<file path="src/hw/rtl/gfaes_pkg.sv">
// ----------------------------------------------------------------------------
// gfaes_pkg: shared types, constants and functions for the GF(2^8) unit
// Operation codes, the affine constants of the AES S-box and the linear
// helpers (squaring, rotations, affine maps) that the datapath stages use.
// ----------------------------------------------------------------------------
`default_nettype none

package gfaes_pkg;

    // Operation codes carried with each transaction
    typedef enum logic [1:0] {
        KIND_MUL      = 2'd0,
        KIND_INV      = 2'd1,
        KIND_SBOX     = 2'd2,
        KIND_INV_SBOX = 2'd3
    } kind_t;

    localparam logic [7:0] AFFINE_CONST     = 8'h63;
    localparam logic [7:0] INV_AFFINE_CONST = 8'h05;
    localparam logic [7:0] REDUCE_CONST     = 8'h1b;
    localparam logic [8:0] FIELD_POLY       = 9'h11b;

    // Rotate a byte left by a constant amount
    function automatic logic [7:0] rotl8(input logic [7:0] v, input int n);
        logic [15:0] w;
        w = {v, v} << n;
        return w[15:8];
    endfunction

    // Square in GF(2^8): spread the bits, then fold the high part back
    function automatic logic [7:0] gf_sq(input logic [7:0] x);
        logic [14:0] w;
        w = '0;
        for (int i = 0; i < 8; i++) begin
            w[2 * i] = x[i];
        end
        for (int k = 14; k >= 8; k--) begin
            if (w[k]) begin
                w = w ^ (15'(FIELD_POLY) << (k - 8));
            end
        end
        return w[7:0];
    endfunction

    // Raise to the sixteenth power (four squarings)
    function automatic logic [7:0] gf_pow16(input logic [7:0] x);
        return gf_sq(gf_sq(gf_sq(gf_sq(x))));
    endfunction

    // Forward AES affine transform
    function automatic logic [7:0] affine_fwd(input logic [7:0] x);
        return x ^ rotl8(x, 1) ^ rotl8(x, 2) ^ rotl8(x, 3) ^ rotl8(x, 4) ^ AFFINE_CONST;
    endfunction

    // Inverse AES affine transform
    function automatic logic [7:0] affine_inv(input logic [7:0] s);
        return rotl8(s, 1) ^ rotl8(s, 3) ^ rotl8(s, 6) ^ INV_AFFINE_CONST;
    endfunction

endpackage

`default_nettype wire

</file>
<file path="src/hw/rtl/gfaes_mul.sv">
// ----------------------------------------------------------------------------
// gfaes_mul: combinational GF(2^8) multiplier
// Shift-and-add product of two field elements reduced by x^8+x^4+x^3+x+1.
// ----------------------------------------------------------------------------
`default_nettype none

module gfaes_mul (
    input  wire logic [7:0] a,
    input  wire logic [7:0] b,
    output logic      [7:0] p
);

    logic [7:0] acc;
    logic [7:0] mc;

    // Accumulate partial products while doubling the multiplicand
    always_comb begin
        acc = '0;
        mc  = b;
        for (int k = 0; k < 8; k++) begin
            if (a[k]) begin
                acc = acc ^ mc;
            end
            mc = {mc[6:0], 1'b0} ^ (mc[7] ? gfaes_pkg::REDUCE_CONST : 8'h00);
        end
        p = acc;
    end

endmodule

`default_nettype wire

</file>
<file path="src/hw/rtl/gf256_aes_arithmetic_unit.sv">
// Throughput: one transaction per cycle unless m_ready holds off the output; the inverse a^254 is split over
// three multiplier stages (a^3, a^14/a^15, a^254) behind an input stage.
// Reset: aresetn (synchronous, active low) clears all stage valid bits;
// the payload registers are not reset.
// ----------------------------------------------------------------------------
// gf256_aes_arithmetic_unit: pipelined AES GF(2^8) arithmetic
// Multiply, inverse, forward S-box and inverse S-box, one byte per cycle,
// four register stages with valid bits and backpressure on every stage.
// ----------------------------------------------------------------------------
`default_nettype none

module gf256_aes_arithmetic_unit (
    input  wire logic       aclk,
    input  wire logic       aresetn,
    input  wire logic       s_valid,
    output logic            s_ready,
    input  wire logic [1:0] s_kind,
    input  wire logic [7:0] s_operand_a,
    input  wire logic [7:0] s_operand_b,
    output logic            m_valid,
    input  wire logic       m_ready,
    output logic      [7:0] m_result_byte
);

    // Stage registers
    logic                 v1_reg, v2_reg, v3_reg, v4_reg;
    gfaes_pkg::kind_t     kind1_reg, kind2_reg, kind3_reg;
    logic [7:0]           x1_reg, prod1_reg;
    logic [7:0]           x2_reg, x3_reg, prod2_reg;
    logic [7:0]           x14_reg, x15_reg, prod3_reg;
    logic [7:0]           result_reg;

    // Next values
    logic [7:0]           x1_next, prod1_next;
    logic [7:0]           x2_next, x3_next;
    logic [7:0]           x12, x14_next, x15_next;
    logic [7:0]           x240, inv_val, result_next;
    gfaes_pkg::kind_t     kind_in;

    // Stage enables
    logic                 rdy1, rdy2, rdy3, rdy4;

    // Propagate backpressure: a stage loads when empty or draining
    assign rdy4    = !v4_reg || m_ready;
    assign rdy3    = !v3_reg || rdy4;
    assign rdy2    = !v2_reg || rdy3;
    assign rdy1    = !v1_reg || rdy2;
    assign s_ready = rdy1;

    assign kind_in = gfaes_pkg::kind_t'(s_kind);

    // Stage 1: inverse affine for the inverse S-box, full product for multiply
    assign x1_next = (kind_in == gfaes_pkg::KIND_INV_SBOX)
                   ? gfaes_pkg::affine_inv(s_operand_a) : s_operand_a;

    gfaes_mul u_mul_prod (.a(s_operand_a), .b(s_operand_b), .p(prod1_next));

    // Stage 2: x^2 and x^3
    assign x2_next = gfaes_pkg::gf_sq(x1_reg);

    gfaes_mul u_mul_x3 (.a(x2_next), .b(x1_reg), .p(x3_next));

    // Stage 3: x^12, then x^14 and x^15
    assign x12 = gfaes_pkg::gf_sq(gfaes_pkg::gf_sq(x3_reg));

    gfaes_mul u_mul_x14 (.a(x12), .b(x2_reg), .p(x14_next));
    gfaes_mul u_mul_x15 (.a(x12), .b(x3_reg), .p(x15_next));

    // Stage 4: x^240 * x^14 = x^254, then select the result
    assign x240 = gfaes_pkg::gf_pow16(x15_reg);

    gfaes_mul u_mul_inv (.a(x240), .b(x14_reg), .p(inv_val));

    always_comb begin
        unique case (kind3_reg)
            gfaes_pkg::KIND_MUL:      result_next = prod3_reg;
            gfaes_pkg::KIND_INV:      result_next = inv_val;
            gfaes_pkg::KIND_SBOX:     result_next = gfaes_pkg::affine_fwd(inv_val);
            gfaes_pkg::KIND_INV_SBOX: result_next = inv_val;
            default:                  result_next = inv_val;
        endcase
    end

    // Valid bits
    always_ff @(posedge aclk) begin
        if (!aresetn) begin
            v1_reg <= 1'b0;
            v2_reg <= 1'b0;
            v3_reg <= 1'b0;
            v4_reg <= 1'b0;
        end else begin
            if (rdy1) v1_reg <= s_valid;
            if (rdy2) v2_reg <= v1_reg;
            if (rdy3) v3_reg <= v2_reg;
            if (rdy4) v4_reg <= v3_reg;
        end
    end

    // Payload registers: advance with the stage enable, hold otherwise
    always_ff @(posedge aclk) begin
        if (rdy1) begin
            kind1_reg <= kind_in;
            x1_reg    <= x1_next;
            prod1_reg <= prod1_next;
        end
        if (rdy2) begin
            kind2_reg <= kind1_reg;
            x2_reg    <= x2_next;
            x3_reg    <= x3_next;
            prod2_reg <= prod1_reg;
        end
        if (rdy3) begin
            kind3_reg <= kind2_reg;
            x14_reg   <= x14_next;
            x15_reg   <= x15_next;
            prod3_reg <= prod2_reg;
        end
        if (rdy4) begin
            result_reg <= result_next;
        end
    end

    assign m_valid       = v4_reg;
    assign m_result_byte = result_reg;

    // An empty output stage leaves the whole pipeline free to accept
    assert property (@(posedge aclk) disable iff (!aresetn)
        !v4_reg |-> s_ready)
        else $error("input stalled while output stage is empty");

    // An accepted transaction occupies the first stage next cycle
    assert property (@(posedge aclk) disable iff (!aresetn)
        (s_valid && s_ready) |=> v1_reg)
        else $error("accepted transaction lost at stage 1");

    // A stalled middle stage keeps its contents
    assert property (@(posedge aclk) disable iff (!aresetn)
        (v2_reg && !rdy3) |=> (v2_reg && $stable(x2_reg) && $stable(x3_reg)
                               && $stable(kind2_reg)))
        else $error("stage 2 changed while stalled");

    // A stage that stalls implies every later stage is full
    assert property (@(posedge aclk) disable iff (!aresetn)
        (v1_reg && !rdy2) |-> (v2_reg && v3_reg && v4_reg && !m_ready))
        else $error("stage 1 stalled with a bubble downstream");

endmodule

`default_nettype wire

</file>
<file path="config.mk">
export PLATFORM = sky130hd
export DESIGN_NAME = gf256_aes_arithmetic_unit
export DESIGN_NICKNAME = d
export VERILOG_FILES = /design/src/hw/rtl/gfaes_pkg.sv /design/src/hw/rtl/gfaes_mul.sv /design/src/hw/rtl/gf256_aes_arithmetic_unit.sv
export SDC_FILE = /design/constraint.sdc
export NUM_CORES = 1
export LEC_CHECK = 0
export ABC_AREA = 1
export BUFFER_PORTS_ARGS = -buffer_cell sky130_fd_sc_hd__buf_2
export CAP_MARGIN = 20
export CORE_MARGIN = 5
export CORE_UTILIZATION = 45
export CTS_CLUSTER_SIZE = 10
export DETAILED_ROUTE_END_ITERATION = 7
export GPL_ROUTABILITY_DRIVEN = 0
export GPL_TIMING_DRIVEN = 0
export REMOVE_ABC_BUFFERS = 1
export SLEW_MARGIN = 25
export SYNTH_ARGS = -nofsm -noshare
export SYNTH_HDL_FRONTEND = slang
export SYNTH_SLANG_ARGS = --single-unit
</file>
<file path="constraint.sdc">
create_clock -name aclk -period 3.2 [get_ports aclk]
set_clock_uncertainty 0.15 [all_clocks]
set_input_delay 0.16 -clock aclk [delete_from_list [all_inputs] [get_ports aclk]]
set_output_delay 0.16 -clock aclk [all_outputs]
set_load 0.1 [all_outputs]
</file>
# Yosys cells after proc, flatten, opt, wreduce, memory -nomap -nowiden
# Cells that the tools add are included.
[totals]
ff_bits = 82
output_inout_bits = 10
[op_classes]
eq_ne = 4
n_mux = 126
bitwise_logic = 127
n_reduce_logical = 10
[ops]
columns = ["cell", "n"]
rows = [
  ["$xor 8x8->8", 74],
  ["$mux 8", 48],
  ["$mux 5", 42],
  ["$not 4->4", 50],
  ["$mux 11", 7],
  ["$mux 10", 7],
  ["$mux 9", 7],
  ["$mux 7", 7],
  ["$mux 6", 7],
  ["$pmux 8 s3", 1],
  ["$xor 8x5->8", 2],
  ["$eq 2x2->1 const B", 3],
  ["$logic_not 1->1", 4],
  ["$logic_or 1x1->1", 4],
  ["$eq 2x1->1 const B", 1],
  ["$logic_not 2->1", 1],
  ["$not 2->2", 1],
  ["$reduce_or 2->1", 1],
]

# Longest topological paths before layout
# Gate-level depths: netlist (run 1).
[logic_depth]
depth_word = 77
depth_mapped = 31

# Hierarchy
# Synthesis (run 1) repeated with hierarchy kept, for this count alone.
[unflattened]
hier_cells = 1907
area_unflattened_um2 = 12213.0
[modules_own_cells]
columns = ["module", "n_inst", "cells_each", "area_per_inst_um2", "seq_area_each_um2"]
rows = [
  ["gfaes_mul", 5, 319, 1664.1, 0.0],
  ["gf256_aes_arithmetic_unit", 1, 312, 3892.5, 2422.3],
]

# Least setup slack after synthesis (run 1)
# Ideal clock, no wire load.
[synth_timing]
kind = "register -> register"
from = "register v4_reg, in the netlist m_valid"
to = "register kind1_reg[0], enable pin"
setup_ns = 0.598
t_arrival_ns = 2.848
slack_ns = -0.396
path_stages_with_launch = 8
n_path_buf = 0
synth_period_minus_slack_ns = 3.596
path_cell_list = "dfxtp_1 inv_1 nor2_1 inv_1 nor2_1 inv_1 nor2_1 nand2_1"
[synth_between]
elab_chain_len = 5
[synth_lines]
columns = ["item", "line_no", "rtl"]
rows = [
  ["start, declared", "gf256_aes_arithmetic_unit.sv:26", "logic v1_reg, v2_reg, v3_reg, v4_reg;"],
  ["start signal, assigned", "gf256_aes_arithmetic_unit.sv:95", "if (rdy4) v4_reg <= v3_reg;"],
  ["$logic_not 1->1", "gf256_aes_arithmetic_unit.sv:44", "assign rdy4 = !v4_reg || m_ready;"],
  ["$logic_or 1x1->1", "gf256_aes_arithmetic_unit.sv:44", ""],
  ["named net rdy4", "gf256_aes_arithmetic_unit.sv:41", "logic rdy1, rdy2, rdy3, rdy4;"],
  ["$logic_or 1x1->1", "gf256_aes_arithmetic_unit.sv:45", "assign rdy3 = !v3_reg || rdy4;"],
  ["named net rdy3", "gf256_aes_arithmetic_unit.sv:41", ""],
  ["$logic_or 1x1->1", "gf256_aes_arithmetic_unit.sv:46", "assign rdy2 = !v2_reg || rdy3;"],
  ["$logic_or 1x1->1", "gf256_aes_arithmetic_unit.sv:47", "assign rdy1 = !v1_reg || rdy2;"],
  ["named net s_ready", "gf256_aes_arithmetic_unit.sv:16", "output logic s_ready,"],
  ["end signal, assigned", "gf256_aes_arithmetic_unit.sv:102", "kind1_reg <= kind_in;"],
  ["end, declared", "gf256_aes_arithmetic_unit.sv:27", "gfaes_pkg::kind_t kind1_reg, kind2_reg, kind3_reg;"],
]
# The timed path passes the listed nets, and every way through them passes these cells.
# A chain may end at the register's enable or synchronous reset.

# Worst setup path after layout (run 1)
[layout_timing]
from = "register x15_reg[7]"
to = "register result_reg[5], in the netlist m_result_byte[5] (data pin)"
[layout_between]
elab_chain_len = 53
elab_cells_between_ends = 76
classes_between = "mux: 37; bitwise: 39"
[layout_lines]
columns = ["item", "line_no", "rtl"]
rows = [
  ["start, declared", "gf256_aes_arithmetic_unit.sv:30", "logic [7:0] x14_reg, x15_reg, prod3_reg;"],
  ["start signal, assigned", "gf256_aes_arithmetic_unit.sv:115", "x15_reg <= x15_next;"],
  ["$mux 11 *", "gfaes_pkg.sv:38", "if (w[k]) begin"],
  ["$not 4->4 (no source line)", "n/a", ""],
  ["$mux 10", "gfaes_pkg.sv:38", ""],
  ["$mux 6", "gfaes_pkg.sv:38", ""],
  ["$not 4->4 (no source line)", "n/a", ""],
  ["$mux 5", "gfaes_pkg.sv:38", ""],
  ["$mux 11", "gfaes_pkg.sv:38", ""],
  ["$mux 10", "gfaes_pkg.sv:38", ""],
  ["[35 not listed]", "n/a", ""],
  ["$xor 8x8->8", "gfaes_mul.sv:22", "acc = acc ^ mc;"],
  ["$mux 8", "gfaes_mul.sv:21", "if (a[k]) begin"],
  ["$xor 8x8->8", "gfaes_mul.sv:22", ""],
  ["$mux 8 *", "gfaes_mul.sv:21", ""],
  ["$xor 8x8->8 (4 in series)", "gfaes_pkg.sv:52", "return x ^ rotl8(x, 1) ^ rotl8(x, 2) ^ rotl8(x, 3) ^ rotl8(x, 4) ^ AFFINE_CONST;"],
  ["$not 4->4 (no source line)", "n/a", ""],
  ["$pmux 8 s3 *", "gf256_aes_arithmetic_unit.sv:75", "unique case (kind3_reg)"],
  ["named net result_next[5]", "gf256_aes_arithmetic_unit.sv:37", "logic [7:0] x240, inv_val, result_next;"],
  ["end signal, assigned", "gf256_aes_arithmetic_unit.sv:119", "result_reg <= result_next;"],
  ["end, declared", "gf256_aes_arithmetic_unit.sv:31", "logic [7:0] result_reg;"],
]
# Mark *: on every way through the listed nets, which the timed path passes. The rest lies on a longest branch.

==> results.md, run 1 <==
* Vias/cell at just under 5
* Routed wl met2 at ~12,000 um
* Residual DRC count at 0
* Endpoints failing hold at 0
* H-tree depth at 3
* Max-cap viol count at 0
* Largest fanout on the critical path at 5
* Min-delay worst type: in2reg
* DRT Wirelength at approximately 23,000 um
* Top Ports at 32
* Vias in the first global route at 8,154
* Core Area at 0.0217 mm2
* # placed instances at 1,721
* Total GRT Usage at between 10% and 20%
* WP data arrival at between 3 and 4 ns
* Fmax at ~290 MHz
* Syn avg cell area at ~6.8 um2
* Reg-to-reg slack, setup at -0.21 ns
* Seq/Total Area, Yosys at between 20% and 30%
* Die area at ~0.025 mm2
* TritonCTS Buffers at 9
* Die Width at 158 um
* Clock Pin Slew Worst Setup and Hold Paths at about 0.060 ns
* Post-synthesis cell area at about 0.01 mm2
* Cell variety after synth at 36
* # nets final at around 1,600
* Period minus WS final at between 3 and 4 ns
* Maximum clock path buffer count at 2
* Slew Limit Headroom at 38.0%
* Synth Flop Type: edfxtp_1
* Via count at between 8,000 and 9,000
* Critical Path Start Type: register
* Critical path class: reg2reg
* Final slew viol count at 0
* First-pass DRT Iterations at 5
* Outcome: complete, but fails checks
* Post-DP HPWL at between 15,000 and 20,000 um
* Die Span Y at ~160 um
* Failing checks: setup timing
* Worst Path Required at about 3.1 ns
* Final worst slack at -0.208 ns
* Antenna Violating Nets Remaining at 0
* Later-pin clock latency in the skew report at around 0.34 ns
* Top layer in use: met4
* Yosys top cell area share at between 20% and 30%
* Met3 WL at around 730 um
* CTS tree: done
* Pre-CTS WS at -1.04 ns
* Routed wire per std cell at 12.9 um
* RSZ-0062 raised after global routing: yes
* Worst Setup End Kind: register
* N_diodes at 0
* Area growth, synth to finish at 20.6%
* Yosys top cell by area: edfxtp_1
* Slew @ Worst Pin at between 0.9 and 1 ns
* IO buf count at 31
* Final Cycle Share at 106%
* Top cells by count, synth: 422 x nand2_1, 186 x xor2_1, 156 x nor2_1
* Post-synthesis instance total at around 1,400
* Initial DRC Count at 581
* Starting density of the core at between 40% and 50%
* Syn. warnings at 0
* Yosys reg bits at between 80 and 90
* Root buffer cell: clkbuf_16
* First-pass GRT wire length at ~38,000 um
* Asr flop ratio synth at 0%
* Final Util at 54.8%
* Setup violators final at 8
* Post-Layout Cell Count at roughly 1,800
* Most numerous cell in the Yosys netlist: nand2_1
* Gr ovfl total at 0
* Antenna violations before repair at 0
* Largest net degree at the start of global routing at 29
* Area contributors post-synth: edfxtp_1 24%, xor2_1 17%, nand2_1 16%
* FP Rows at 54
* Sink Count at between 80 and 90
* Metal1 wirelength at 10,600 um
* Share of layout cells above drive strength 1 at a little under a quarter
* Number of synthesized flops with an enable pin at 78
==> routing by layer <==
layer | vias to the layer above | global-route usage [%]
li1 | 4612 | -
met1 | 3956 | 23.9
met2 | 154 | 32.7
met3 | 32 | 2.32
met4 | 0 | 4.63
met5 | - | 0
==> timing repair <==
action | 4_1_cts | 5_1_grt
pin swaps | 26 | 44
hold buffers | 4 | 0
endpoints found under the hold margin | 6 | 0
buffers inserted | 35 | 38
resized for setup | 105 | 86
endpoints found under the setup margin | 25 | 20
cloned | 2 | 3
==> final timing paths <==
path,end,cells after the start,startpoint
worst max register to register,m_result_byte[5],27,x15_reg[7]
worst max-delay path,m_result_byte[5],27,x15_reg[7]
worst min register to register,prod3_reg[0],0,prod2_reg[0]
worst min-delay path,x1_reg[2],3,s_operand_a[2]
==> per-stage QoR <==
step	TNS, ns	hold slack [ns]	area [um2]
global route	-3.32	0.105	11900
detailed placement	-14.28	0.224	10200
floorplan	-7.75	0.109	9660
finish	-1.48	0.0739	11900
global placement	-13.36	0.227	10200
CTS	-1.08	0.0616	11200
==> layout by cell type (no fill, tap or decap), drive strengths merged, types with 3 or more instances in the layout <==
master,instances
nand2,485
xor2,190
inv,172
nor2,164
xnor2,120
nand3,106
buf,104
edfxtp,78
o21ai,33
a21oi,20
or2,14
clkbuf,12
nand3b,9
clkinvlp,6
a22oi,4
nand4,4
dlygate4sd3,4
dfxtp,4
clkinv,3
==> worst max-delay path, stage by stage (launching register included) <==
cell and delay [ns]:
edfxtp_1 0.51, buf_4 0.19, nand2_2 0.08, nand2_4 0.07, nand2_2 0.08, nand2_4 0.08
nand2_4 0.10, nand3_4 0.11, nand3_4 0.16, buf_4 0.14, nand3_4 0.13, nand3_4 0.15
nand2_4 0.09, nor2_4 0.10, xor2_2 0.16, inv_1 0.07, nand2_2 0.06, nand2_1 0.06
nand2_2 0.07, nand2_4 0.09, inv_4 0.08, nand2_4 0.06, nand2_4 0.09, nand2_2 0.05
nand2_1 0.06, nand2_1 0.05, nand3_1 0.06, nand2_1 0.07
==> area by class of cell <==
class	instances	area, um2
repair buffers	108	771
well taps	280	350
multi-input cells	1155	7360
fillers	2053	9800
clock inverters	4	51.3
inverters	176	688
repair inverters	2	10.0
flip-flops and latches	82	2420
clock buffers	12	236
==> kinds of logic (layout without fill, tap and decap cells) <==
kind of cell / Yosys count / in the layout / synth area share, %
xor gates and xnor gates: 310 / 310 / 28.0
AOI/OAI and AO/OA: 62 / 62 / 3.36
buffers and inverters: 215 / 302 / 8.76
and+or+nand+nor: 779 / 782 / 35.2
DFF: 82 / 82 / 24.6
adders and majority gates: 1 / 1 / 0.127
Power of run 1 is not shown: default switching activity piles up to over one toggle a cycle in this logic, so the estimate is an artifact.
==> inputs of run 2 (changes only) <==
- ABC_AREA: 1 -> default
==> run 2 against run 1 <==
Effect of this change:
- the flow still finishes with violations (setup timing)
- via count up 11%
- die area up 6.9%
- count of clock-buffer cells in the layout unchanged
- synthesized area up 7.3%
- routed wire length up 20%
- synthesized cell count down 5.9%
- first-iteration DRC count up 13%
- core utilization up 0.052 points
- hold slack worse by 0.033 ns
- global-route usage up 2.1 points
- flip-flop and latch count unchanged
- non-clock buffer count up 50
- highest routed layer unchanged
==> results.md, run 2 <==
* Most numerous cell in the Yosys netlist: xnor2_1
* RSZ-0062 raised after global routing: yes
* Yosys reg bits at 82 (unchanged)
* Maximum clock path buffer count at 2 (unchanged)
* H-tree depth at 3 (unchanged)
* Synth Flop Type: edfxtp_1
* Clock Pin Slew Worst Setup and Hold Paths at 0.06 ns (about the same)
* Top cells by count, synth: 256 x xnor2_1, 193 x nand2_1, 125 x nor2_1
* Area contributors post-synth: edfxtp_1 22%, xnor2_1 21%, xor2_1 8.0%
* Syn. warnings at 0 (unchanged)
* Final Cycle Share at 113% (+6.1 points)
* Residual DRC count at 0 (unchanged)
* Top Ports at 32 (unchanged)
* Initial DRC Count at 656 (+13%)
* Gr ovfl total at 0 (unchanged)
* Setup violators final at 8 (unchanged)
* Later-pin clock latency in the skew report at 0.34 ns (about the same)
* Most frequent cells in the layout: 228 x xnor2_1, 191 x nand2_1, 123 x nor2_1
* Antenna Violating Nets Remaining at 0 (unchanged)
* Largest net degree at the start of global routing at 31 (+6.9%)
* Fmax at 277 MHz (-5.4%)
* Worst Setup End Kind: register
* Total GRT Usage at 20.5% (+2.1 points)
* Endpoints failing hold at 0 (unchanged)
* Pre-CTS WS at -1.41 ns (-0.364 ns)
* Final worst slack at -0.404 ns (-0.196 ns)
* Hold Path Stages at 3 (unchanged)
* Critical Path Start Type: register
* # nets final at 1,439 (-7.6%)
* Starting density of the core at 45.3% (-0.11 points)
* Yosys top cell area share at 22.1% (-1.6 points)
* Root buffer cell: clkbuf_16
* Post-synthesis instance total at 1,364 (-5.9%)
* FP Rows at 56 (+3.7%)
* Share of layout cells above drive strength 1 at 18.0% (-5.0 points)
* Most common library cell in the layout ignoring fill and taps: xnor2_1
* Vias/cell at 5.57 (+16%)
* TritonCTS Buffers at 9 (unchanged)
* Post-DP HPWL at 17,700 um (+5.8%)
* Core Area at 0.0233 mm2 (+7.6%)
* Slew @ Worst Pin at 1.01 ns (+0.0768 ns)
* Critical path class: reg2reg
* Final slew viol count at 0 (unchanged)
* Die area at 0.0267 mm2 (+6.9%)
* IO buf count at 31 (unchanged)
* Post-synthesis cell area at 0.0106 mm2 (+7.3%)
* Slew Limit Headroom at 32.7% (-5.3 points)
* CTS tree: done
* N_diodes at 0 (unchanged)
* Vias in the first global route at 9,020 (+11%)
* Via count at 9,686 (+11%)
* Yosys top cell by area: edfxtp_1
* Worst Path Required at 3.13 ns (about the same)
* R2R depth at 11 (-59%)
* Antenna violations before repair at 0 (unchanged)
* Asr flop ratio synth at 0% (unchanged)
* Seq/Total Area, Yosys at 22.9% (-1.7 points)
* Max-cap viol count at 0 (unchanged)
* Sink Count at 82 (unchanged)
* Post-route cell area at 0.0128 mm2 (+7.7%)
* Die Width at 163 um (+3.4%)
* Outcome: complete, but fails checks
* Area growth, synth to finish at 21.0%
* Placed inst area at 0.0109 mm2 (+7.3%)
* Routed wire per std cell at 16.1 um (+25%)
* Syn avg cell area at 7.76 um2 (+14%)
* Largest fanout on the critical path at 8 (+3)
* DRT Wirelength at 28,000 um (+20%)
* Number of synthesized flops with an enable pin at 78 (unchanged)
* Die Span Y at 163 um (+3.4%)
* WP data arrival at 3.54 ns (+0.20 ns)
* First-pass GRT wire length at 45,300 um (+19%)
* Cell variety after synth at 68 (+89%)
* Min-delay worst type: in2reg
* Failing checks: setup timing
* First-pass DRT Iterations at 5 (unchanged)
* Period minus WS final at 3.60 ns (+0.196 ns)
==> run 2: final cells by class <==
type	instances	area [um2]
fill	2105	10500
multi-input combinational	1142	8250
sequential	82	2420
timing repair buffer	158	1380
tap	319	399
clock buffer	12	246
inverter	23	87.6
clock inverter	3	18.8
==> run 2: logic make-up after synthesis <==
kind of cell             after synthesis  synth area share (%)
multiplexers                          21                  2.14
adder cells (fa/ha/maj)                1                 0.118
AO/OA/AOI/OAI                        301                  17.2
AND/OR/NAND/NOR                      442                  18.4
flip-flops                            82                  22.9
buffers and inverters                141                  5.35
XOR/XNOR                             376                  33.9
==> run 2: metal layers <==
metal	share of wire (%)	GRT usage [%]	wire (um)
met5	0	0	0
met4	2.3	7.36	656
met3	4.4	2.57	1230
met2	49	34.4	13700
met1	45	27.3	12500
==> run 2: what timing repair did <==
action	CTS	global route
cloned	1	0
hold buffers	5	0
hold endpoints to repair	6	0
pin swaps	29	23
setup buffers	85	24
gates resized for setup	66	30
endpoints found under the setup margin	25	26
==> run 2: final timing paths <==
kind	from	endpoint	slack, ns
worst max-delay path	x15_reg[7]	m_result_byte[7]	-0.40
worst min-delay path	m_ready	m_valid	0.04
worst max register to register	x15_reg[7]	m_result_byte[7]	-0.40
worst min register to register	prod1_reg[4]	prod2_reg[4]	0.27
==> run 2: worst max-delay path, cell delays in order (launching register included) <==
cell and delay, ns:
edfxtp_1 0.41, buf_6 0.16, xnor2_4 0.24, xnor3_2 0.50, mux2i_1 0.22, o22ai_1 0.13
xor2_1 0.20, xnor2_1 0.38, xnor2_2 0.17, xor2_2 0.21, and4_1 0.21, or3_1 0.37
==> run 2: through the flow <==
stage          hold WS [ns]  cells  setup TNS [ns]  util (%)
2_1_floorplan         0.109   1246          -21.15         -
3_3_place_gp          0.226   1596          -54.94      45.7
3_5_place_dp          0.214   1608          -27.76      46.7
4_1_cts              0.0153   1714           -2.39      53.1
5_1_grt              0.0755   1739           -3.59      54.9
6_report             0.0410   1739           -2.74      54.9
Power of run 2 is left out for the same reason.
==> inputs of run 3 (changes only) <==
- RECOVER_POWER: default -> 100
==> run 3 against run 2 <==
Effect of this change:
- the flow still finishes with violations (setup timing)
- sequential share of layout area up 0.11 points
- register-to-register slack is essentially flat
- global-route usage stayed put
- via count down 0.38%
- non-clock buffer count unchanged
- worst setup slack improved by 0.0053 ns
- critical endpoint unchanged
- largest cell class unchanged
- highest routed layer unchanged
==> results.md, run 3 (synthesized netlist as in run 2, its figures left out) <==
* First-pass GRT wire length at 45,300 um (unchanged)
* FP Rows at 56 (unchanged)
* # nets final at 1,439 (unchanged)
* Residual DRC count at 0 (unchanged)
* Post-DP HPWL at 17,700 um (unchanged)
* Largest fanout on the critical path at 8 (unchanged)
* Crit path to: m_result_byte[7]
* Failing checks: setup timing
* Critical path class: reg2reg
* Top Ports at 32 (unchanged)
* Core Area at 0.0233 mm2 (unchanged)
* Fmax at 278 MHz (+0.15%)
* Critical R2R Launch: x15_reg[7]
* TritonCTS Buffers at 9 (unchanged)
* Die Span Y at 163 um (unchanged)
* Vias/cell at 5.55 (-0.38%)
* Worst Setup End Kind: register
* Routed wire per std cell at 16.1 um (-0.27%)
* Critical Path Start: x15_reg[7]
* CP bufs+invs at 1 (unchanged)
* CTS tree: done
* RSZ-0062 raised after global routing: yes
* Die area at 0.0267 mm2 (unchanged)
* Post-Layout Cell Count at 1,739 (unchanged)
* Antenna violations before repair at 0 (unchanged)
* CP top delay family: XOR/XNOR gates
* CP Cell Sequence: buf_6 > xnor2_4 > xnor3_2 > mux2i_1 > o22ai_1 > xor2_1 > xnor2_1 > xnor2_2 > xor2_2 > and4_1 > or3_1
* Period minus WS final at 3.60 ns (-0.00526 ns)
* Final slew viol count at 0 (unchanged)
* Hold Path Stages at 3 (unchanged)
* Maximum clock path buffer count at 2 (unchanged)
* N_diodes at 0 (unchanged)
* IO buf count at 31 (unchanged)
* Critical Path Start Type: register
* Via count at 9,649 (-0.38%)
* Outcome: complete, but fails checks
* Slew Limit Headroom at 22.2% (-11 points)
* FF-to-FF End: m_result_byte[7]
* Die Width at 163 um (unchanged)
* Area growth, synth to finish at 20.3%
* Min-delay worst type: in2reg
* WP depth at 11 (unchanged)
* Initial DRC Count at 659 (+0.46%)
* Total GRT Usage at 20.5% (unchanged)
* Worst path max stage delay at 0.50 ns (about the same)
* # placed instances at 1,608 (unchanged)
* Later-pin clock latency in the skew report at 0.34 ns (about the same)
* Most common library cell in the layout ignoring fill and taps: xnor2_1
* Starting density of the core at 45.3% (unchanged)
* Worst Path Required at 3.13 ns (about the same)
* Setup violators final at 13 (+5)
* Gr ovfl total at 0 (unchanged)
* DRT Wirelength at 28,000 um (-0.27%)
* H-tree depth at 3 (unchanged)
* Reg-to-reg slack, setup at -0.40 ns (about the same)
* CP max stage cell: xnor3_2
* First-pass DRT Iterations at 5 (unchanged)
* Largest net degree at the start of global routing at 31 (unchanged)
* Share of layout cells above drive strength 1 at 16.8% (-1.2 points)
* Antenna Violating Nets Remaining at 0 (unchanged)
* Slew @ Worst Pin at 1.17 ns (+0.166 ns)
* Endpoints failing hold at 0 (unchanged)
* Vias in the first global route at 9,020 (unchanged)
* Most frequent cells in the layout: 229 x xnor2_1, 192 x nand2_1, 123 x nor2_1
* R2R depth at 11 (unchanged)
* WP data arrival at 3.53 ns (about the same)
* Final Cycle Share at 112% (-0.16 points)
* Clock Pin Slew Worst Setup and Hold Paths at 0.06 ns (about the same)
* Sink Count at 82 (unchanged)
* Final worst slack at -0.398 ns (+0.00526 ns)
* Max-cap viol count at 0 (unchanged)
* Root buffer cell: clkbuf_16
-- run 3: changes by cell type in the layout (fill, tap and decap cells not counted), sizes merged --
| cell | delta |
|---|---|
| buf | -16 |
| clkbuf | +16 |
-- run 3: how the worst min path moves through the flow --
stage | start | endpoint | slack [ns]
global route | m_ready | m_valid | 0.07
floorplan | s_kind[0] | kind1_reg[0] | 0.11
finish | m_ready | m_valid | 0.03
global placement | s_kind[0] | kind1_reg[0] | 0.23
CTS | m_ready | m_valid | 0.02
detailed placement | s_kind[0] | kind1_reg[0] | 0.21
-- run 3: cell type report --
type | instances | area [um2]
Tap cell | 319 | 399
Fill cell | 2124 | 10600
Inverter | 23 | 87.6
Sequential cell | 82 | 2420
Multi-Input combinational cell | 1142 | 8210
Timing Repair Buffer | 158 | 1340
Clock inverter | 3 | 18.8
Clock buffer | 12 | 246
-- run 3: per-stage QoR --
step	area [um2]	util (%)	setup slack (ns)	setup TNS, ns	hold WS [ns]
4_1_cts	12400	53.1	-0.332	-2.39	0.0153
3_5_place_dp	10900	46.7	-1.41	-27.76	0.214
2_1_floorplan	10100	-	-1.24	-21.15	0.109
6_report	12700	54.5	-0.398	-2.95	0.0300
5_1_grt	12700	54.5	-0.484	-5.95	0.0658
3_3_place_gp	10700	45.7	-2.73	-54.94	0.226
-- run 3: tightest hold or removal path: cells and delay by family --
| kind | cells | cell delay (ns) |
|---|---|---|
| buffers and inverters | 1 | 0.08 |
| AO/OA/AOI/OAI | 1 | 0.17 |
| AND/OR/NAND/NOR | 1 | 0.07 |
-- run 3: repair_timing --
item | 4_1_cts | 5_1_grt
pin swaps | 29 | 23
buffers inserted | 85 | 24
hold buffers | 5 | 0
setup endpoints to repair | 25 | 26
gates resized for setup | 66 | 30
endpoints found under the hold margin | 6 | 0
cloned | 1 | 0
-- run 3: per-layer routing --
metal	global-route usage [%]	up-vias	part of all wire (%)
li1	-	4770	-
met1	27.3	4528	44
met2	34.4	298	48
met3	2.57	53	4.8
met4	7.36	0	2.5
met5	0	-	0
Power of run 3 is left out for the same reason.
